File: src/design/ssc_pkg.sv
// Shared types and constants for the state-space controller step block.
// Used by ssc_ctrl, ssc_datapath and the top level; no dependencies.
package ssc_pkg;

	localparam int SAMPLE_W   = 16;
	localparam int COEF_W     = 32;
	localparam int STATE_BITS = 48;
	localparam int CIDX_W     = 5;
	localparam int OP_W       = 2;
	localparam int MAX_ORDER  = 8;
	localparam int IDX_W      = $clog2(MAX_ORDER + 1);
	// operand split for the two partial products
	localparam int HALF_W     = STATE_BITS / 2;
	localparam int ACC_W      = COEF_W + STATE_BITS + $clog2(MAX_ORDER + 2);

	localparam logic [OP_W-1:0] OP_STEP_ERR = 2'd0;
	localparam logic [OP_W-1:0] OP_STEP_REF = 2'd1;
	localparam logic [OP_W-1:0] OP_LOAD     = 2'd2;
	localparam logic [OP_W-1:0] OP_CLEAR    = 2'd3;

	typedef struct packed {
		logic             start;
		logic             use_ref;
		logic             load;
		logic             clear;
		logic             issue;
		logic             first;
		logic             last;
		logic [IDX_W-1:0] row;
		logic [IDX_W-1:0] col;
		logic             commit;
	} ctl_t;

endpackage

File: src/design/ssc_ctrl.sv
// Sequencer for the state-space controller: decodes items, walks the
// multiply-accumulate terms row by row and owns the result handshake.
// Depends on ssc_pkg.
module ssc_ctrl #(
	parameter int STATE_ORDER = 4
) (
	input  logic                       clk,
	input  logic                       arst_n,
	input  logic                       s_tvalid,
	output logic                       s_tready,
	input  logic [ssc_pkg::OP_W-1:0]   op,
	output logic                       m_tvalid,
	input  logic                       m_tready,
	input  logic                       fin,
	output ssc_pkg::ctl_t              ctl
);

	localparam logic [1:0] ST_IDLE  = 2'd0;
	localparam logic [1:0] ST_RUN   = 2'd1;
	localparam logic [1:0] ST_DRAIN = 2'd2;
	localparam logic [1:0] ST_DONE  = 2'd3;

	localparam logic [ssc_pkg::IDX_W-1:0] LAST_IDX = ssc_pkg::IDX_W'(STATE_ORDER);

	logic [1:0]                  state_q;
	logic [ssc_pkg::IDX_W-1:0]   row_q;
	logic [ssc_pkg::IDX_W-1:0]   col_q;
	logic                        ovld_q;
	logic                        acc_in;

	assign s_tready = (state_q == ST_IDLE);
	assign acc_in   = s_tvalid && s_tready;
	assign m_tvalid = ovld_q;

	always_comb begin
		ctl         = '0;
		ctl.start   = acc_in && (op inside {ssc_pkg::OP_STEP_ERR, ssc_pkg::OP_STEP_REF});
		ctl.use_ref = (op == ssc_pkg::OP_STEP_REF);
		ctl.load    = acc_in && (op == ssc_pkg::OP_LOAD);
		ctl.clear   = acc_in && (op == ssc_pkg::OP_CLEAR);
		ctl.issue   = (state_q == ST_RUN);
		ctl.first   = (col_q == '0);
		ctl.last    = (col_q == LAST_IDX);
		ctl.row     = row_q;
		ctl.col     = col_q;
		ctl.commit  = (state_q == ST_DONE) && (!ovld_q || m_tready);
	end

	always_ff @(posedge clk or negedge arst_n) begin
		if (!arst_n) begin
			state_q <= ST_IDLE;
			row_q   <= '0;
			col_q   <= '0;
			ovld_q  <= 1'b0;
		end else begin
			case (state_q)
				ST_IDLE: begin
					if (ctl.start) begin
						row_q   <= '0;
						col_q   <= '0;
						state_q <= ST_RUN;
					end
				end
				ST_RUN: begin
					if (col_q == LAST_IDX) begin
						col_q <= '0;
						if (row_q == LAST_IDX) begin
							state_q <= ST_DRAIN;
						end else begin
							row_q <= row_q + 1'b1;
						end
					end else begin
						col_q <= col_q + 1'b1;
					end
				end
				ST_DRAIN: begin
					if (fin) begin
						state_q <= ST_DONE;
					end
				end
				ST_DONE: begin
					if (ctl.commit) begin
						state_q <= ST_IDLE;
					end
				end
				default: begin
					state_q <= ST_IDLE;
				end
			endcase

			// hold the result until the transfer completes
			if (ctl.commit) begin
				ovld_q <= 1'b1;
			end else if (m_tready) begin
				ovld_q <= 1'b0;
			end
		end
	end

endmodule

File: config.mk
export PLATFORM = sky130hd
export DESIGN_NAME = ssc_ctrl
export DESIGN_NICKNAME = d
export VERILOG_FILES = /design/src/design/ssc_pkg.sv /design/src/design/ssc_ctrl.sv
export SDC_FILE = /design/constraint.sdc
export NUM_CORES = 1
export LEC_CHECK = 0
export BUFFER_PORTS_ARGS = -buffer_cell sky130_fd_sc_hd__buf_2
export CAP_MARGIN = 20
export CORE_AREA = 8 8 52 54
export CTS_CLUSTER_DIAMETER = 100
export DETAILED_ROUTE_END_ITERATION = 7
export DIE_AREA = 0 0 60 62
export PLACE_DENSITY_LB_ADDON = 0.12
export SYNTH_ARGS = -nofsm -noshare
export SYNTH_HDL_FRONTEND = slang
export SYNTH_SLANG_ARGS = --single-unit
File: constraint.sdc
create_clock -name clk -period 1.6 [get_ports clk]
set_input_delay 0.08 -clock clk [delete_from_list [all_inputs] [get_ports clk]]
set_output_delay 0.08 -clock clk [all_outputs]
set_load 0.05 [all_outputs]
==> results.ini <==
[sta]
period_minus_slack_ps = 1600
worst_slack_ps = -2.54
setup_violations = 1
slew_headroom_pct = 81.3
rsz0062_at_grt = yes
timing.fmax_mhz = 624
finalHoldViolations = 0
hold_slack_ps = 142
setup_tns_ps = -2.54
skew_ps = 0.811
worstMarginPinSlew_ps = 279
drv_slew = 0
period_share_pct = 100

[clock_tree]
cts_sinks = 11
htreeDepth = 1
numCtsBuffers = 3
cts-root-buf = clkbuf_4
cts_tree = done
clk_path_buf_depth = 2
clkLatencyLatePin_ps = 280
clk_pin_slew_worst_paths_ps = 70

[outcome]
violations = negative setup slack
status = complete, but fails checks

[power_and_ir_drop]
p_leak_nw = 0.585
ir_drop_mv = 0.242
p_per_area_mw_per_mm2 = 425

[critical_path]
critPathArrivalTime_ps = 1790
critPathKind = reg2reg
critPathMaxStageDelay_ps = 430
critical_path_peak_fanout = 4
cp.required_ps = 1790
cp_cell_sequence = inv_2 -> ha_1 -> nand2_1 -> o21ai_0 -> o2111ai_2 -> buf_4 -> mux2i_2
cpMaxStageDelayCell = dfrtp_2
start_kind = flip-flop
cp-end-kind = flip-flop

[global_routing]
grt_max_degree = 12
grt-ovfl-total = 0
grt_pass1_vias = 728
antenna_found_initial = 0
grt_pass1_wl_mm = 3.11
grtUsageTotal_pct = 11.4

[routing]
first_pass_iters = 4
via_count = 745
final_antenna_net_count = 0
drc = 0
totalWireLength_mm = 2.01
drt_iter0_markers = 12
wl_per_cell_um = 13.1
vias_per_cell = 4.84

[layout]
register_area_sq_um = 283
multiInputGateArea_sq_um = 536
final_nets = 144
insertedDiodeCount = 0
final_util_pct = 62.4
fillers = 177
drive_above_1_share_pct = 54.3
areaGrowthSynthToFinish_pct = 48.7

[place]
gp_congestion = 0.812
hpwl_mm = 1.55
port-buffer-count = 24

[synth]
yosysUniqueCellTypes = 29
synth-edff-count = 0
muxShareOfSynthArea_pct = 5.64
synth-compound-area-share_pct = 16.6
yosys_register_bits = 11
avgSynthCellArea_sq_um = 9.50
ys_warn_count = 0
synth-xor-area-share_pct = 0
synthArstFlopShare_pct = 100
synth_fa_ha_area_share_pct = 14.1
synth_top_family_by_area = simple AND/OR/NAND/NOR gates
syn_nets = 100
synth.yosys.seq_area_share_pct = 34.5
netlist_area_sq_um = 798
synth_flop_cell = dfrtp_1
syn_inst = 84
yosys.area_share.simple_pct = 21.9

[die]
die_y_um = 62
die-area_sq_mm = 0.00372
row_count = 16
io_pins = 25
initial_core_util_pct = 42.0
die_w_um = 60
fp.coreArea_sq_mm = 0.00190

[job]
maxCapViolCount = 0

[worst_hold_path]
hold_class = in2reg

[cell usage in the layout, fill, tap and decap left out, types with 2 or more instances in the layout]
| cell type | netlist | final |
|---|---|---|
| o21ai_0 | 2 | 2 |
| nor2_1 | 6 | 3 |
| inv_1 | 11 | 7 |
| dfrtp_2 | 0 | 6 |
| clkbuf_4 | 0 | 3 |
| o21ai_1 | 3 | 3 |
| inv_2 | 0 | 4 |
| buf_6 | 1 | 2 |
| nand3_1 | 4 | 3 |
| dfrtp_1 | 11 | 5 |
| buf_4 | 0 | 18 |
| nand2b_1 | 6 | 5 |
| and4b_1 | 2 | 2 |
| mux2i_1 | 3 | 2 |
| nor2_2 | 0 | 3 |
| ha_1 | 9 | 7 |
| ha_4 | 0 | 2 |
| nand2_1 | 7 | 7 |
| buf_2 | 1 | 20 |
[synth_stat cells (all sizes together) (2+ instances only)]
master	instances	area, sq um
dfrtp	11	275
inv	11	41.3
ha	9	113
nand2	7	26.3
nand2b	6	37.5
nor2	6	22.5
o21ai	5	25.0
nand3	4	20.0
mux2i	3	30.0
a21oi	2	10.0
and3b	2	17.5
and4b	2	20.0
buf	2	16.3
[path summary, 6_finish.rpt]
path / depth (start not counted) / start / slack, ps / endpoint
min in group asynchronous: 2 / arst_n / 200 / m_tvalid
worst min-delay path: 3 / m_tready / 140 / m_tvalid
worst min register to register: 2 / m_tvalid / 580 / m_tvalid
worst max register to register: 7 / row_q[0] / -3 / state_q[0]
max in group asynchronous: 2 / arst_n / 1170 / row_q[1]
worst max-delay path: 7 / row_q[0] / -3 / state_q[0]
[sequential cells by signal, summed over array words and instances, names as in the netlist]
signal / cells
col_q: 4
row_q: 4
state_q: 2
m_tvalid: 1
[logic make-up after synthesis]
kind of cell    Yosys count
mux                       4
flops                    11
buf+inv                  13
fa+ha+maj                 9
compound gates           15
simple gates             32
[through the flow]
step	setup slack [ps]	instances	instance area [sq um]	total power [W]
floorplan	-210	84	871	0.000293
global placement	47.9	144	1080	0.000309
detailed placement	43.1	144	1080	0.000309
CTS	16.8	149	1130	0.000507
global route	-103	154	1190	0.000528
finish	-2.54	154	1190	0.000504
[timing repair]
action	4_1_cts	5_1_grt
pin swaps	0	2
setup endpoints to repair	4	8
resized for setup	4	6
hold buffers	1	0
buffers inserted	0	5
endpoints found under the hold margin	11	0
[layer usage]
layer | routed length (um) | GRT usage, % | vias to the layer above
met5 | 0 | 0 | -
met4 | 40 | 7.48 | 0
met3 | 76 | 2.67 | 5
met2 | 975 | 19.1 | 18
met1 | 921 | 12.6 | 344
li1 | - | - | 378
[worst max-delay path, delay by kind of cell, from the launching register on]
kind | cells | cell delay, ps
DFF | 1 | 430
and+or+nand+nor | 1 | 50
AOI/OAI and AO/OA | 2 | 440
buffers and inverters | 2 | 250
muxes | 1 | 180
adders and majority gates | 1 | 150
[area by class of cell]
cell class              count  area share (%)
flip-flops and latches     11            23.8
clock buffers               4            2.21
well taps                  27            2.85
inverters                  11            3.48
multi-input cells          60            45.1
repair buffers             41            22.6
[power breakdown]
part,switching (W),internal [W]
Clock,0.000102,0.0000968
Combinational,0.0000177,0.0000100
Sequential,0.0000000000000000000610,0.000278
Total,0.000120,0.000384
Power figures use the tool's default switching activity.
